File: src/rtl/tbrs_pkg.sv
// Package for the two-bank ring buffer segmenter: constants, payload types, sequencer states.
package tbrs_pkg;

	localparam int CHIP_BYTES  = 131072;
	localparam int CHUNK_BYTES = 4095;
	localparam int ADDR_W      = 17;
	localparam int PTR_W       = 18;
	localparam int LEN_W       = 16;

	localparam logic [PTR_W-1:0] RING_MASK = PTR_W'(2 * CHIP_BYTES - 1);

	typedef enum logic [1:0] {
		KIND_PUT   = 2'd0,
		KIND_GET   = 2'd1,
		KIND_CLEAR = 2'd2,
		KIND_NOP   = 2'd3
	} kind_t;

	typedef enum logic [1:0] {
		ST_IDLE,
		ST_CALC,
		ST_EMIT
	} state_t;

	typedef struct packed {
		logic [1:0]       kind;
		logic [LEN_W-1:0] length;
	} request_t;

	typedef struct packed {
		logic              chip_select;
		logic [ADDR_W-1:0] chip_address;
		logic [LEN_W-1:0]  byte_count;
		logic [LEN_W-1:0]  buffer_offset;
		logic              is_write;
		logic              last;
		logic [PTR_W-1:0]  fill_level;
		logic [PTR_W-1:0]  free_space;
	} result_t;

endpackage

File: src/rtl/two_bank_ring_buffer_segmenter_top.sv
// Top level of the two-bank ring buffer segmenter: pointer state and descriptor sequencer.
//
//  channel   signals                       transfer when
//  request   start, busy, request          start && !busy at clk rise
//  result    result_valid, result          result_valid high (one cycle, no stall)
//
// A request is accepted, its fill level is computed in ST_CALC, then ST_EMIT gives
// one descriptor per cycle from a single segment adder/compare, N descriptors from
// 1 (get, clear, empty put) up to 18 (a 65535-byte put, 16 full chunks plus a tail,
// plus one chip-boundary split). The last descriptor leaves the output register
// while the next request can already be accepted.
// Reset clears both ring pointers and the sequencer; no clearing pass is needed.
// The receiver cannot stall; each result is shown for exactly one cycle.
module two_bank_ring_buffer_segmenter_top
	import tbrs_pkg::*;
(
	input  logic     clk,
	input  logic     arst_n,
	input  logic     start,
	output logic     busy,
	input  request_t request,
	output logic     result_valid,
	output result_t  result
);

	state_t state_q, state_d;

	logic [PTR_W-1:0] wp_q, rp_q;
	logic [PTR_W-1:0] ptr_q;        // working pointer of the segment being cut
	logic [LEN_W-1:0] chunk_rem_q;  // bytes left in the current chunk
	logic [LEN_W-1:0] total_rem_q;  // bytes of the request after the current chunk
	logic [LEN_W-1:0] off_q;        // caller offset of the next byte
	logic             wr_q;
	logic [PTR_W-1:0] fill_q;

	logic [PTR_W-1:0] room;
	logic [LEN_W-1:0] seg;
	logic [LEN_W-1:0] chunk_rem_nx;
	logic             seg_last;
	logic [LEN_W-1:0] first_chunk;
	logic [LEN_W-1:0] next_chunk;

	logic accept;
	assign accept = start && !busy;
	assign busy   = (state_q != ST_IDLE);

	// shared segment unit: bytes up to the end of the current chip
	assign room = PTR_W'(CHIP_BYTES) - {1'b0, ptr_q[ADDR_W-1:0]};
	assign seg  = ({2'b00, chunk_rem_q} <= room) ? chunk_rem_q : room[LEN_W-1:0];
	assign chunk_rem_nx = chunk_rem_q - seg;
	assign seg_last     = (chunk_rem_nx == '0) && (total_rem_q == '0);

	assign first_chunk = (request.length > LEN_W'(CHUNK_BYTES)) ? LEN_W'(CHUNK_BYTES)
	                                                            : request.length;
	assign next_chunk  = (total_rem_q > LEN_W'(CHUNK_BYTES)) ? LEN_W'(CHUNK_BYTES)
	                                                         : total_rem_q;

	always_ff @(posedge clk or negedge arst_n) begin
		if (!arst_n) begin
			state_q <= ST_IDLE;
		end else begin
			state_q <= state_d;
		end
	end

	always_comb begin
		state_d = state_q;
		case (state_q)
			ST_IDLE: begin
				if (accept) state_d = ST_CALC;
			end
			ST_CALC: state_d = ST_EMIT;
			ST_EMIT: begin
				if (seg_last) state_d = ST_IDLE;
			end
			default: state_d = ST_IDLE;
		endcase
	end

	always_ff @(posedge clk or negedge arst_n) begin
		if (!arst_n) begin
			wp_q         <= '0;
			rp_q         <= '0;
			result_valid <= 1'b0;
		end else begin
			result_valid <= (state_q == ST_EMIT);
			if (accept) begin
				case (request.kind)
					KIND_PUT: wp_q <= (wp_q + PTR_W'(request.length)) & RING_MASK;
					KIND_GET: rp_q <= (rp_q + PTR_W'(request.length)) & RING_MASK;
					KIND_CLEAR: begin
						wp_q <= '0;
						rp_q <= '0;
					end
					default: ;
				endcase
			end
		end
	end

	// working registers and output payload
	always_ff @(posedge clk) begin
		if (accept) begin
			off_q <= '0;
			case (request.kind)
				KIND_PUT: begin
					ptr_q       <= wp_q;
					chunk_rem_q <= first_chunk;
					total_rem_q <= request.length - first_chunk;
					wr_q        <= 1'b1;
				end
				KIND_GET: begin
					ptr_q       <= rp_q;
					chunk_rem_q <= request.length;
					total_rem_q <= '0;
					wr_q        <= 1'b0;
				end
				default: begin
					ptr_q       <= '0;
					chunk_rem_q <= '0;
					total_rem_q <= '0;
					wr_q        <= 1'b0;
				end
			endcase
		end
		if (state_q == ST_CALC) begin
			fill_q <= (wp_q - rp_q) & RING_MASK;
		end
		if (state_q == ST_EMIT) begin
			result.chip_select   <= ptr_q[PTR_W-1];
			result.chip_address  <= ptr_q[ADDR_W-1:0];
			result.byte_count    <= seg;
			result.buffer_offset <= off_q;
			result.is_write      <= wr_q;
			result.last          <= seg_last;
			result.fill_level    <= fill_q;
			result.free_space    <= RING_MASK - fill_q;
			ptr_q <= (ptr_q + PTR_W'(seg)) & RING_MASK;
			off_q <= off_q + seg;
			if (chunk_rem_nx == '0) begin
				chunk_rem_q <= next_chunk;
				total_rem_q <= total_rem_q - next_chunk;
			end else begin
				chunk_rem_q <= chunk_rem_nx;
			end
		end
	end

	a_strobe_after_busy: assert property (@(posedge clk) disable iff (!arst_n)
		result_valid |-> $past(busy))
		else $error("result strobe without a request in progress");

	a_results_contiguous: assert property (@(posedge clk) disable iff (!arst_n)
		(result_valid && !result.last) |=> result_valid)
		else $error("gap inside a descriptor run");

	a_accept_goes_busy: assert property (@(posedge clk) disable iff (!arst_n)
		(start && !busy) |=> busy)
		else $error("accepted request did not start the sequencer");

	a_level_sum: assert property (@(posedge clk) disable iff (!arst_n)
		result_valid |-> ((result.fill_level + result.free_space) == RING_MASK))
		else $error("fill level and free space disagree");

endmodule
File: config.mk
export PLATFORM = sky130hd
export DESIGN_NAME = two_bank_ring_buffer_segmenter_top
export DESIGN_NICKNAME = d
export VERILOG_FILES = /design/src/rtl/tbrs_pkg.sv /design/src/rtl/two_bank_ring_buffer_segmenter_top.sv
export SDC_FILE = /design/constraint.sdc
export NUM_CORES = 1
export LEC_CHECK = 0
export BUFFER_PORTS_ARGS = -buffer_cell sky130_fd_sc_hd__buf_2
export CAP_MARGIN = 20
export CORE_MARGIN = 5
export CORE_UTILIZATION = 45
export CTS_BUF_LIST = sky130_fd_sc_hd__clkbuf_16
export DETAILED_ROUTE_END_ITERATION = 10
export PLACE_DENSITY = 0.68
export REMOVE_ABC_BUFFERS = 1
export SLEW_MARGIN = 20
export SYNTH_ARGS = -nofsm -noshare
export SYNTH_HDL_FRONTEND = slang
export SYNTH_SLANG_ARGS = --single-unit
File: constraint.sdc
create_clock -name clk -period 7.02 [get_ports clk]
set_input_delay 0.351 -clock clk [delete_from_list [all_inputs] [get_ports clk]]
set_output_delay 0.351 -clock clk [all_outputs]
set_load 0.01 [all_outputs]
After elaboration in Yosys (flattened, before gate mapping):

Index checks and enable logic that the tools add are counted.

* register bits: 212
* input bits: 21
* output and inout port bits: 90
* logic and storage cells: 73

* $add $sub $neg: 10
* order comparisons: 3
* eq/ne operators: 6
* muxes and demuxes: 22
* reduce and logical (&&, ||, !) cells: 14

Operator list (number)
* two-way mux 16 bit: 12
* case mux 18 bit (2 select lines): 3
* adder 18 x 16 -> 18 bit: 3
* subtractor 16 bit: 3
* two-way mux 18 bit: 2
* > comparator 16 x 12 -> 1 bit (second input constant): 2
* logical NOT 16 bit: 2
* case mux 16 bit (2 select lines): 1
* <= comparator 16 x 18 -> 1 bit: 1
* subtractor 18 x 17 -> 18 bit (first input constant): 1
* subtractor 18 bit: 1
* subtractor 18 bit (first input constant): 1
* adder 16 bit: 1
* nonzero test 2 bit: 4
* case mux 2 bit (3 select lines): 1
* AND reduction 2 bit: 3
* == test 2 x 1 -> 1 bit (second input constant): 2
* == test 2 bit (second input constant): 2
* logical NOT 2 bit: 2
* two-way mux 2 bit: 2
* != test 2 bit (second input constant): 2
* logical AND 1 bit: 2
* logical NOT 1 bit: 1
* two-way mux 1 bit: 1

Longest topological paths before layout:

Gate-level depths: netlist of run 1.

* depth after elaboration: 8
* depth in mapped cells: 29
* mapped depth without buffers: 26

Least setup slack after synthesis of run 1:

Ideal clock, no wire load.

* path kind: flip-flop to flip-flop
* from: reg ptr_q[2]
* to: reg total_rem_q[13]
* setup time: 115 ps
* arrival time: 6273 ps
* data required time: 6905 ps
* slack: 633 ps
* cell stages (with the launch flop): 26
* path buffers: 2
* clock period less this slack: 6387 ps
* cells stage by stage: edfxtp_1 -> nor3_1 -> and3_1 -> nand2b_1 -> nor3_1 -> xnor2_1 -> inv_1 -> ha_1 -> nand4_1 -> nor3_1 -> o31ai_1 -> a211oi_2 -> clkbuf_1 -> mux2_2 -> inv_1 -> ha_1 -> buf_6 -> o21a_1 -> or3_1 -> a221o_1 -> nor4_2 -> o2111ai_1 -> or4_4 -> nor4_4 -> mux2_2 -> o21a_1

* longest elaborated chain between the ends: 7

RTL lines
* from (decl): RTL line two_bank_ring_buffer_segmenter_top.sv:29 `logic [PTR_W-1:0] ptr_q;`
* from (signal assigned): RTL line two_bank_ring_buffer_segmenter_top.sv:107 `ptr_q <= wp_q;`
* from (signal assigned): RTL line two_bank_ring_buffer_segmenter_top.sv:113 `ptr_q <= rp_q;`
* from (signal assigned): RTL line two_bank_ring_buffer_segmenter_top.sv:138 `ptr_q <= (ptr_q + PTR_W'(seg)) & RING_MASK;`
* subtractor 18 x 17 -> 18 bit (*): RTL line two_bank_ring_buffer_segmenter_top.sv:48 `assign room = PTR_W'(CHIP_BYTES) - {1'b0, ptr_q[ADDR_W-1:0]};`
* <= comparator 16 x 18 -> 1 bit: RTL line two_bank_ring_buffer_segmenter_top.sv:49 `assign seg = ({2'b00, chunk_rem_q} <= room) ? chunk_rem_q : room[LEN_W-1:0];`
* two-way mux 16 bit (*): RTL line two_bank_ring_buffer_segmenter_top.sv:49
* named net seg[8]: RTL line two_bank_ring_buffer_segmenter_top.sv:37 `logic [LEN_W-1:0] seg;`
* subtractor 16 bit (*): RTL line two_bank_ring_buffer_segmenter_top.sv:50 `assign chunk_rem_nx = chunk_rem_q - seg;`
* logical NOT 16 bit (*): RTL line two_bank_ring_buffer_segmenter_top.sv:140 `if (chunk_rem_nx == '0) begin`
* two-way mux 16 bit (*): RTL line two_bank_ring_buffer_segmenter_top.sv:140
* two-way mux 16 bit (*): RTL line two_bank_ring_buffer_segmenter_top.sv:129 `if (state_q == ST_EMIT) begin`
* to (signal assigned): RTL line two_bank_ring_buffer_segmenter_top.sv:109 `total_rem_q <= request.length - first_chunk;`
* to (signal assigned): RTL line two_bank_ring_buffer_segmenter_top.sv:142 `total_rem_q <= total_rem_q - next_chunk;`
* to (decl): RTL line two_bank_ring_buffer_segmenter_top.sv:31 `logic [LEN_W-1:0] total_rem_q;`

The timed path passes the listed nets; every way through them passes the cells marked *.
A chain may end at the register's enable or synchronous reset.

Final worst setup path of run 1:

* from: reg ptr_q[7]
* to: reg total_rem_q[13]

* longest elaborated chain between the ends: 7

RTL lines (RTL line)
* subtractor 18 x 17 -> 18 bit: two_bank_ring_buffer_segmenter_top.sv:48
* <= comparator 16 x 18 -> 1 bit: two_bank_ring_buffer_segmenter_top.sv:49
* two-way mux 16 bit: two_bank_ring_buffer_segmenter_top.sv:49
* named net seg[1]: two_bank_ring_buffer_segmenter_top.sv:37
* subtractor 16 bit: two_bank_ring_buffer_segmenter_top.sv:50
* logical NOT 16 bit: two_bank_ring_buffer_segmenter_top.sv:140
* two-way mux 16 bit: two_bank_ring_buffer_segmenter_top.sv:140
* two-way mux 16 bit: two_bank_ring_buffer_segmenter_top.sv:129

The timed path passes the listed nets, and every way through them passes these cells.

==> out/qor.txt, run 1 <==
===========================================================================
Final number of max-transition violations                                 0
Arr. time, crit path                                                7.06 ns
Required time of the critical path                                  7.45 ns
Hold violation count in the final report                                  0
Ports placed on the boundary                                            111
Worst stage delay on the critical path                              0.60 ns
Initial core utilization                                              0.459
Number of placement rows                                                 63
Layout fillers                                                         2701
Worst-skew pair later-pin latency                                   0.54 ns
Cells traversed along the worst timing path                    or4_1 > nor3_2 > xnor2_1 > inv_1 > ha_1 > nand4_1 > nor3_2 > o31ai_1 > a211oi_2 > buf_4 > mux2_2 > inv_1 > ha_1 > nor2b_1 > o31a_1 > o31a_1 > o2111ai_1 > o311ai_1 > or4_4 > nor4_4 > buf_4 > mux2_2 > o21a_1
Post-Syn Area per Cell                                             10.1 um2
Fraction of final layout cells sized beyond drive strength 1          0.151
Number of max-cap violations                                              0
Tightest Pin Transition                                             1.06 ns
Routability-driven placement congestion ratio                         0.918
Cell count after synthesis                                             1348
Core Footprint                                                    29800 um2
Layout Nets                                                            1625
Clock H-tree levels                                                       1
First-pass GRT wire length                                         56900 um
Via density per instance                                               5.83
Placement Cell Area                                               14700 um2
Number of buffers created by CTS                                         25
Die Outline Area                                                  34000 um2
Clock tree skew after final layout                                0.0179 ns
Ys Warns                                                                  0
Initial antenna violation count                                           0
Number of register bits inferred by synthesis                           212
List of most frequent post-synthesis cells                     sky130_fd_sc_hd__edfxtp_1 (157), sky130_fd_sc_hd__ha_1 (117), sky130_fd_sc_hd__inv_1 (113)
RSZ-0062 raised after global routing                                  false
Pin count of the biggest net entering global routing                     90
Reg clk slew, reported paths                                        0.07 ns
First drt pass iteration count                                            7
GRT Util Overall                                                      0.207
Most numerous cell in the Yosys netlist                        sky130_fd_sc_hd__edfxtp_1
Outcome                                                        finished, final reports clean
Highest clock frequency the design can meet                       0.151 GHz
Count of port buffers added during placement                            110
Post-detailed-route count of antenna-violating nets                       0
Maximum buffer depth of the clock tree                                    3
Share of Yosys cell area claimed by the top area cell type            0.345
Wire length after detailed routing                                 36100 um
Max_slew headroom                                                     0.292
Synth Cell Area                                                   13700 um2
Number of global-route vias before repair                             10403
Floorplan die width                                                  184 um
Vertical die dimension                                               184 um
Unique masters post-synth                                                76
Critical path startpoint category                                      flop
Clock tree from TritonCTS                                             built
Endpoints failing setup                                                   0
CP endpoint kind                                                       flop
Worst setup path start                                             ptr_q[7]
Post-synth EDFFs                                                        157
DRT iter0 DRCs                                                          900
Cell accounting for the most synthesized area                  sky130_fd_sc_hd__edfxtp_1
Min-Delay Path Class                                              in -> reg
Clock tree root buffer cell                                    sky130_fd_sc_hd__clkbuf_16
Post-route design area                                            15700 um2
Average wire per standard cell                                      19.1 um
Reg-to-reg critical path startpoint                                ptr_q[7]
Routed vias                                                           11028
Seq/Total Area, Yosys                                                 0.439
HPWL Detailed                                                      26700 um
Prevailing post-synth register cell                            sky130_fd_sc_hd__edfxtp_1
Setup total negative slack                                             0 ns
Remaining global-route overflow                                           0
CP max FO                                                                 7
Worst-path cell with the longest stage delay                   sky130_fd_sc_hd__or4_1
Area contributors post-synth                                   sky130_fd_sc_hd__edfxtp_1 (34%), sky130_fd_sc_hd__ha_1 (11%), sky130_fd_sc_hd__dfrtp_1 (7.1%), sky130_fd_sc_hd__a21oi_1 (3.5%), sky130_fd_sc_hd__xnor2_1 (3.5%)
Ratio of final minimum period to clock period                         0.944
Growth of design area from synthesis to finish                        14.7%
Post-route DRC                                                            0
Critical path class                                              reg -> reg
Final critical-path required period                                 6.62 ns
Clock sink count                                                        212
Async SR Flop Fraction                                                0.184
Min-delay src                                                   request[15]
===========================================================================
==> cell type report <==
| type | count | area, um2 | area share |
|---|---|---|---|
| Sequential cell | 212 | 6010 | 0.383 |
| Antenna cell | 1 | 2.50 | 0.000159 |
| Clock inverter | 21 | 130 | 0.00829 |
| Clock buffer | 25 | 626 | 0.0399 |
| Inverter | 114 | 430 | 0.0274 |
| Tap cell | 390 | 488 | 0.0311 |
| Multi-Input combinational cell | 986 | 7180 | 0.457 |
| Timing Repair Buffer | 142 | 830 | 0.0529 |
==> per-layer routing <==
| layer | vias up | GRT usage | part of all wire |
|---|---|---|---|
| met2 | 340 | 0.330 | 0.45 |
| met4 | 0 | 0.0515 | 0.023 |
| li1 | 5323 | - | - |
| met3 | 61 | 0.0253 | 0.063 |
| met1 | 5304 | 0.301 | 0.46 |
| met5 | - | 0 | 0 |
==> flip-flops by register name, summed over array words and instances, names as in the netlist, 2 cells and up <==
name and flops:
result 88, fill_q 18, ptr_q 18, rp_q 18
wp_q 18, chunk_rem_q 16, off_q 16, total_rem_q 16
state_q 2
==> per-stage QoR <==
step           instances  setup WS, ns  utilization  hold slack [ns]
2_1_floorplan       1312         0.231            -           0.0554
3_3_place_gp        1826         0.428        0.493            0.406
3_5_place_dp        1826         0.210        0.493            0.414
4_1_cts             1872         0.202        0.518           0.0207
5_1_grt             1890        0.0267        0.527            0.185
6_report            1891         0.397        0.527            0.170
==> critical path: cells and delay by family, from the launching register on <==
| kind | cells | cell delay [ns] |
|---|---|---|
| DFF | 1 | 0.53 |
| and+or+nand+nor | 7 | 2.16 |
| muxes | 2 | 0.76 |
| AOI/OAI and AO/OA | 7 | 1.76 |
| buffers and inverters | 4 | 0.62 |
| xor gates and xnor gates | 1 | 0.16 |
| adders and majority gates | 2 | 0.52 |
==> cell families after synthesis <==
group,after synthesis,share of synthesized area
buf+inv,150,0.0426
xor+xnor,99,0.0644
fa+ha+maj,123,0.116
mux,21,0.0169
compound gates,386,0.189
simple gates,357,0.132
flops,212,0.439
==> layout by cell type (no fill, tap or decap), types with 15 or more instances in the layout <==
cell type	synthesis	layout
sky130_fd_sc_hd__nor3_1	35	32
sky130_fd_sc_hd__nand2b_1	21	20
sky130_fd_sc_hd__a221oi_1	19	19
sky130_fd_sc_hd__clkbuf_16	0	25
sky130_fd_sc_hd__buf_4	1	28
sky130_fd_sc_hd__xnor2_1	54	54
sky130_fd_sc_hd__inv_1	113	118
sky130_fd_sc_hd__dfxtp_1	16	16
sky130_fd_sc_hd__mux2_2	17	17
sky130_fd_sc_hd__ha_1	117	116
sky130_fd_sc_hd__o21a_1	16	16
sky130_fd_sc_hd__o21ai_0	73	71
sky130_fd_sc_hd__edfxtp_1	157	157
sky130_fd_sc_hd__nor2_1	105	105
sky130_fd_sc_hd__a21oi_1	95	94
sky130_fd_sc_hd__xor2_1	44	43
sky130_fd_sc_hd__o211ai_1	15	15
sky130_fd_sc_hd__a21o_1	25	25
sky130_fd_sc_hd__a31oi_1	19	19
sky130_fd_sc_hd__nand3_1	33	33
sky130_fd_sc_hd__dfrtp_1	39	39
sky130_fd_sc_hd__nand2_1	58	57
sky130_fd_sc_hd__a22o_1	21	21
sky130_fd_sc_hd__buf_2	1	110
==> worst paths after layout <==
path	endpoint	slack, ns	depth (start not counted)
hold / removal	total_rem_q[15]	0.17	2
max in group asynchronous	wp_q[3]	6.14	3
hold reg to reg	result[37]	0.43	0
setup / recovery	total_rem_q[13]	0.40	23
min in group asynchronous	wp_q[12]	0.36	2
setup reg to reg	total_rem_q[13]	0.40	23
==> timing repair <==
action | in CTS | in global routing
buffers inserted | 0 | 14
hold buffers | 0 | 1
resized for setup | 0 | 21
endpoints found under the setup margin | 0 | 31
hold endpoints to repair | 0 | 19
Power of run 1 is not shown: default switching activity piles up to over one toggle a cycle in this logic, so the estimate is an artifact.
==> run 2, diff against run 1 <==
--- a/config.mk
+++ b/config.mk
@@ -10,8 +10,9 @@
 export CORE_MARGIN = 5
 export CORE_UTILIZATION = 45
 export CTS_BUF_LIST = sky130_fd_sc_hd__clkbuf_16
+export CTS_CLUSTER_DIAMETER = 100
 export DETAILED_ROUTE_END_ITERATION = 10
-export PLACE_DENSITY = 0.68
+export PLACE_DENSITY = 0.69
 export REMOVE_ABC_BUFFERS = 1
 export SLEW_MARGIN = 20
 export SYNTH_ARGS = -nofsm -noshare
==> out/qor.txt, run 2 (same netlist as run 1, synthesis figures left out) <==
================================================================================
GRT Util Overall                                                           0.206   -0.000791
Post-detailed-route count of antenna-violating nets                            0   unchanged
Largest register FFs                                                          88   unchanged
DRT iter0 DRCs                                                               827   -8.1%
Tightest Pin Transition                                                  1.08 ns   +0.0208 ns
Growth of design area from synthesis to finish                             14.0%
Count of inserted antenna diode cells                                          0   -1
Crit path setup slack, layout                                           0.368 ns   -0.0285 ns
Reg2reg path depth                                                            26   +13%
Non-filler instance count after layout                                      1885   -0.32%
Place WS                                                                0.175 ns   -0.0355 ns
Number of global-route vias before repair                                  10593   +1.8%
Number of buffers created by CTS                                              25   unchanged
Required time of the critical path                                       7.44 ns   about the same
Setup total negative slack                                                  0 ns   unchanged
Initial core utilization                                                   0.459   unchanged
Min-Delay Endpoint                                                  total_rem_q[15]
Cell count of the worst hold path                                              2   unchanged
Clock tree root buffer cell                                         sky130_fd_sc_hd__clkbuf_16
CP max FO                                                                      7   unchanged
Clock H-tree levels                                                            1   unchanged
Worst-skew pair later-pin latency                                        0.53 ns   about the same
Min-Delay Path Class                                                   in -> reg
Post-route DRC                                                                 0   unchanged
Pin count of the biggest net entering global routing                          71   -21%
Routability-driven placement congestion ratio                              0.915   -0.31%
Reg clk slew, reported paths                                             0.06 ns   about the same
Min-delay src                                                        request[15]
DP Cell Count                                                               1830   +0.22%
Initial antenna violation count                                                0   unchanged
Critical path class                                                   reg -> reg
Clock sink count                                                             212   unchanged
Ratio of final minimum period to clock period                              0.948   +0.00406
Final critical-path required period                                      6.65 ns   +0.0285 ns
Count of port buffers added during placement                                 110   unchanged
Remaining global-route overflow                                                0   unchanged
Fraction of final layout cells sized beyond drive strength 1               0.142   -0.00819
Vertical die dimension                                                    184 um   unchanged
Maximum buffer depth of the clock tree                                         3   unchanged
Clock tree from TritonCTS                                                  built
Hold violation count in the final report                                       0   unchanged
Ports placed on the boundary                                                 111   unchanged
Final number of max-transition violations                                      0   unchanged
Worst reg2reg endpoint                                              total_rem_q[13]
Layout Nets                                                                 1620   -0.31%
Wire length after detailed routing                                      35700 um   -1.1%
First-pass GRT wire length                                              56600 um   -0.40%
Die Outline Area                                                       34000 um2   unchanged
Highest clock frequency the design can meet                            0.150 GHz   -0.43%
Outcome                                                             finished, final reports clean
Critical path startpoint category                                           flop
Number of placement rows                                                      63   unchanged
Commonest cells after routing, fill and taps aside                  sky130_fd_sc_hd__edfxtp_1 (157), sky130_fd_sc_hd__inv_1 (119), sky130_fd_sc_hd__ha_1 (116), sky130_fd_sc_hd__buf_2 (110), sky130_fd_sc_hd__nor2_1 (105)
Endpoints failing setup                                                        0   unchanged
Most common library cell in the layout ignoring fill and taps       sky130_fd_sc_hd__edfxtp_1
Core Footprint                                                         29800 um2   unchanged
HPWL Detailed                                                           26500 um   -0.74%
Worst setup path start                                                  ptr_q[1]
Setup slack of the worst register-to-register path                       0.37 ns   -0.03 ns
Arr. time, crit path                                                     7.08 ns   +0.02 ns
CP endpoint kind                                                            flop
Routed vias                                                                11023   -0.045%
Reg-to-reg critical path startpoint                                     ptr_q[1]
Number of max-cap violations                                                   0   unchanged
RSZ-0062 raised after global routing                                       false
Floorplan die width                                                       184 um   unchanged
Biggest register                                                          result
Fraction of the core area covered by cells at the end of the flow          0.524   -0.00315
Via density per instance                                                    5.85   +0.27%
Max_slew headroom                                                          0.278   -0.0133
Average wire per standard cell                                           18.9 um   -0.82%
Clock tree skew after final layout                                     0.0105 ns   -0.00741 ns
First drt pass iteration count                                                 5   -2
================================================================================
run 2: changes by cell type in the layout (fill, tap and decap cells not counted), sizes merged:
cell and delta:
diode -1, clkinv -4, inv +2, clkinvlp +1, buf -5, bufinv +1
run 2: critical path, stage by stage, from the launching register on:
cell and delay [ns]:
sky130_fd_sc_hd__edfxtp_1 0.49, sky130_fd_sc_hd__inv_1 0.13, sky130_fd_sc_hd__ha_2 0.22, sky130_fd_sc_hd__nand3b_1 0.15, sky130_fd_sc_hd__nand2b_2 0.26, sky130_fd_sc_hd__nor3_2 0.15
sky130_fd_sc_hd__xnor2_1 0.18, sky130_fd_sc_hd__inv_1 0.07, sky130_fd_sc_hd__ha_1 0.29, sky130_fd_sc_hd__nand4_1 0.12, sky130_fd_sc_hd__nor3_2 0.23, sky130_fd_sc_hd__o31ai_1 0.12
sky130_fd_sc_hd__a211oi_2 0.33, sky130_fd_sc_hd__buf_4 0.18, sky130_fd_sc_hd__mux2_2 0.39, sky130_fd_sc_hd__inv_1 0.08, sky130_fd_sc_hd__ha_1 0.30, sky130_fd_sc_hd__o21a_1 0.22
sky130_fd_sc_hd__or3_1 0.31, sky130_fd_sc_hd__a221o_1 0.43, sky130_fd_sc_hd__nor4_4 0.32, sky130_fd_sc_hd__o2111ai_1 0.13, sky130_fd_sc_hd__or4_4 0.47, sky130_fd_sc_hd__nor4_4 0.26
sky130_fd_sc_hd__buf_4 0.18, sky130_fd_sc_hd__mux2_2 0.33, sky130_fd_sc_hd__o21a_1 0.16
run 2: cell type report:
class	count	area, um2
Clock buffer	25	626
Multi-Input combinational cell	986	7130
Timing Repair Buffer	137	759
Tap cell	390	488
Inverter	114	430
Fill cell	2694	14200
Clock inverter	21	153
Sequential cell	212	6010
run 2: how the worst max path moves through the flow:
stage	slack (ns)	endpoint
5_1_grt	0.01	total_rem_q[13]
2_1_floorplan	0.23	total_rem_q[13]
6_report	0.37	total_rem_q[13]
3_3_place_gp	0.43	total_rem_q[13]
4_1_cts	0.12	total_rem_q[5]
3_5_place_dp	0.17	total_rem_q[5]
run 2: through the flow:
step	hold slack [ns]	cell area, um2
6_report	0.189	15600
5_1_grt	0.172	15600
4_1_cts	0.162	15500
3_5_place_dp	0.422	14700
3_3_place_gp	0.406	14700
2_1_floorplan	0.0554	13500
run 2: per-layer routing:
layer | GRT usage | vias to the layer above | share of wire | wire [um]
li1 | - | 5315 | - | -
met1 | 0.290 | 5290 | 0.45 | 16000
met2 | 0.332 | 340 | 0.45 | 16200
met3 | 0.0282 | 78 | 0.068 | 2410
met4 | 0.0633 | 0 | 0.030 | 1070
met5 | 0 | - | 0 | 0
run 2: what timing repair did:
item,4_1_cts,5_1_grt
setup buffers,0,8
hold buffers,1,0
hold endpoints to repair,8,0
resized for setup,0,10
setup endpoints to repair,0,30
Power of run 2 is left out for the same reason.
==> run 3, diff against run 2 <==
==> constraint.sdc (replaced) <==
create_clock -name clk -period 7.04 [get_ports clk]
set_input_delay 0.352 -clock clk [delete_from_list [all_inputs] [get_ports clk]]
set_output_delay 0.352 -clock clk [all_outputs]
set_load 0.01 [all_outputs]
==> out/qor.txt, run 3 (same netlist as run 1, synthesis figures left out) <==
====================================================================================
Average wire per standard cell                                               18.9 um   about the same
Max_slew headroom                                                              0.299   +0.0204
Clock H-tree levels                                                                1   unchanged
Initial antenna violation count                                                    0   unchanged
Routed vias                                                                    10892   -1.2%
Post-detailed-route count of antenna-violating nets                                0   unchanged
Tightest Pin Transition                                                      1.05 ns   -0.0313 ns
Reg clk slew, reported paths                                                 0.07 ns   about the same
Arr. time, crit path                                                         7.18 ns   +0.10 ns
Number of buffers inserted for hold repair after clock tree synthesis              0   -1
First drt pass iteration count                                                     5   unchanged
Critical path startpoint category                                               flop
Core Footprint                                                             29800 um2   unchanged
Setup total negative slack                                                      0 ns   unchanged
CP endpoint kind                                                                flop
Die Outline Area                                                           34000 um2   unchanged
Final number of max-transition violations                                          0   unchanged
Clock sink count                                                                 212   unchanged
Clock tree from TritonCTS                                                      built
Maximum buffer depth of the clock tree                                             3   unchanged
Count of port buffers added during placement                                     110   unchanged
Non-filler instance count after layout                                          1876   -0.48%
Layout Nets                                                                     1612   -0.49%
Number of global-route vias before repair                                      10054   -5.1%
Clock tree skew after final layout                                         0.0159 ns   +0.00549 ns
Vertical die dimension                                                        184 um   unchanged
Floorplan die width                                                           184 um   unchanged
Pin count of the biggest net entering global routing                              92   +30%
Number of buffers created by CTS                                                  25   unchanged
Endpoints failing setup                                                            0   unchanged
Ratio of final minimum period to clock period                                  0.960   +0.0120
Growth of design area from synthesis to finish                                 13.4%
Worst-skew pair later-pin latency                                            0.53 ns   about the same
Min-Delay Path Class                                                     in -> async
Ports placed on the boundary                                                     111   unchanged
Critical path class                                                       reg -> reg
Count of inserted antenna diode cells                                              0   unchanged
Required time of the critical path                                           7.47 ns   +0.03 ns
Hold violation count in the final report                                          21   +21
Routability-driven placement congestion ratio                                  0.926   +1.3%
DRT iter0 DRCs                                                                   820   -0.85%
DP Cell Count                                                                   1827   -0.16%
Most common library cell in the layout ignoring fill and taps           sky130_fd_sc_hd__edfxtp_1
Remaining global-route overflow                                                    0   unchanged
Fraction of final layout cells sized beyond drive strength 1                   0.139   -0.00317
First-pass GRT wire length                                                  55800 um   -1.5%
Commonest cells after routing, fill and taps aside                      sky130_fd_sc_hd__edfxtp_1 (157), sky130_fd_sc_hd__ha_1 (117), sky130_fd_sc_hd__inv_1 (115), sky130_fd_sc_hd__buf_2 (110), sky130_fd_sc_hd__nor2_1 (105)
Number of max-cap violations                                                       0   unchanged
Number of placement rows                                                          63   unchanged
Worst-case hold slack                                                     -0.0163 ns   -0.206 ns
Initial core utilization                                                       0.459   unchanged
HPWL Detailed                                                               26400 um   -0.47%
Post-route DRC                                                                     0   unchanged
Fraction of the core area covered by cells at the end of the flow              0.521   -0.00294
Highest clock frequency the design can meet                                0.148 GHz   -1.5%
Biggest register                                                              result
Largest register FFs                                                              88   unchanged
GRT Util Overall                                                               0.204   -0.00225
CP max FO                                                                         18   +11
Clock tree root buffer cell                                             sky130_fd_sc_hd__clkbuf_16
Final critical-path required period                                          6.76 ns   +0.104 ns
Via density per instance                                                        5.81   -0.71%
Wire length after detailed routing                                          35500 um   -0.57%
Violations in the final reports                                         negative hold slack
Outcome                                                                 finished, violations left
====================================================================================
[run 3: cell count changes in the layout (fill, tap and decap cells not counted), sizes merged]
cell,previous run,this run
clkinvlp,2,5
dlygate4sd3,1,0
inv,122,116
clkinv,9,12
bufinv,2,1
buf,136,129
[run 3: metrics by stage]
stage / setup WS [ns] / area, um2 / hold WS (ns)
floorplan: 0.251 / 13500 / 0.0564
global placement: 0.378 / 14700 / 0.407
detailed placement: 0.219 / 14700 / 0.423
CTS: 0.211 / 15500 / 0.00260
global route: -0.0218 / 15500 / 0.0544
finish: 0.284 / 15500 / -0.0163
[run 3: critical path, cell delays in order (launching register included)]
cell                        delay (ns)
sky130_fd_sc_hd__edfxtp_1         0.50
sky130_fd_sc_hd__nor3_2           0.31
sky130_fd_sc_hd__and3_1           0.24
sky130_fd_sc_hd__nand2b_1         0.14
sky130_fd_sc_hd__nor3_1           0.32
sky130_fd_sc_hd__xnor2_1          0.19
sky130_fd_sc_hd__inv_1            0.06
sky130_fd_sc_hd__ha_1             0.29
sky130_fd_sc_hd__a211oi_1         0.24
sky130_fd_sc_hd__o21ai_0          0.13
sky130_fd_sc_hd__a22oi_1          0.22
sky130_fd_sc_hd__a211oi_2         0.12
sky130_fd_sc_hd__buf_12           0.18
sky130_fd_sc_hd__o21ai_0          0.35
sky130_fd_sc_hd__ha_1             0.25
sky130_fd_sc_hd__inv_1            0.05
sky130_fd_sc_hd__fa_1             0.42
sky130_fd_sc_hd__xnor2_1          0.25
sky130_fd_sc_hd__nand3b_1         0.15
sky130_fd_sc_hd__a221o_1          0.31
sky130_fd_sc_hd__nor4_2           0.34
sky130_fd_sc_hd__o2111ai_1        0.17
sky130_fd_sc_hd__or4_4            0.48
sky130_fd_sc_hd__nor4_4           0.41
sky130_fd_sc_hd__mux2_2           0.38
sky130_fd_sc_hd__o21a_1           0.16
[run 3: final cells by class]
| type | instances | area (um2) |
|---|---|---|
| clock inverters | 20 | 131 |
| inverters | 114 | 430 |
| fillers | 2676 | 14300 |
| clock buffers | 25 | 626 |
| well taps | 390 | 488 |
| flip-flops and latches | 212 | 6010 |
| repair buffers | 129 | 713 |
| multi-input cells | 986 | 7110 |
[run 3: routing by layer]
metal	GRT usage	share of wire	up-vias
met2	0.332	0.46	396
met4	0.0402	0.016	0
li1	-	-	5289
met5	0	0	-
met1	0.292	0.45	5158
met3	0.0300	0.074	49
[run 3: worst paths after layout]
check	startpoint	end	slack [ns]	cells after the start
worst max-delay path	ptr_q[2]	total_rem_q[13]	0.28	25
worst min-delay path	arst_n	wp_q[13]	-0.02	1
worst max register to register	ptr_q[2]	total_rem_q[13]	0.28	25
worst min register to register	wr_q	result[37]	0.42	0
max in group asynchronous	arst_n	rp_q[0]	6.45	1
min in group clk	request[15]	total_rem_q[15]	0.21	2
[run 3: timing repair]
action | CTS | global route
buffers inserted | 0 | 4
setup endpoints to repair | 0 | 30
gates resized for setup | 0 | 6
Power of run 3 is left out for the same reason.
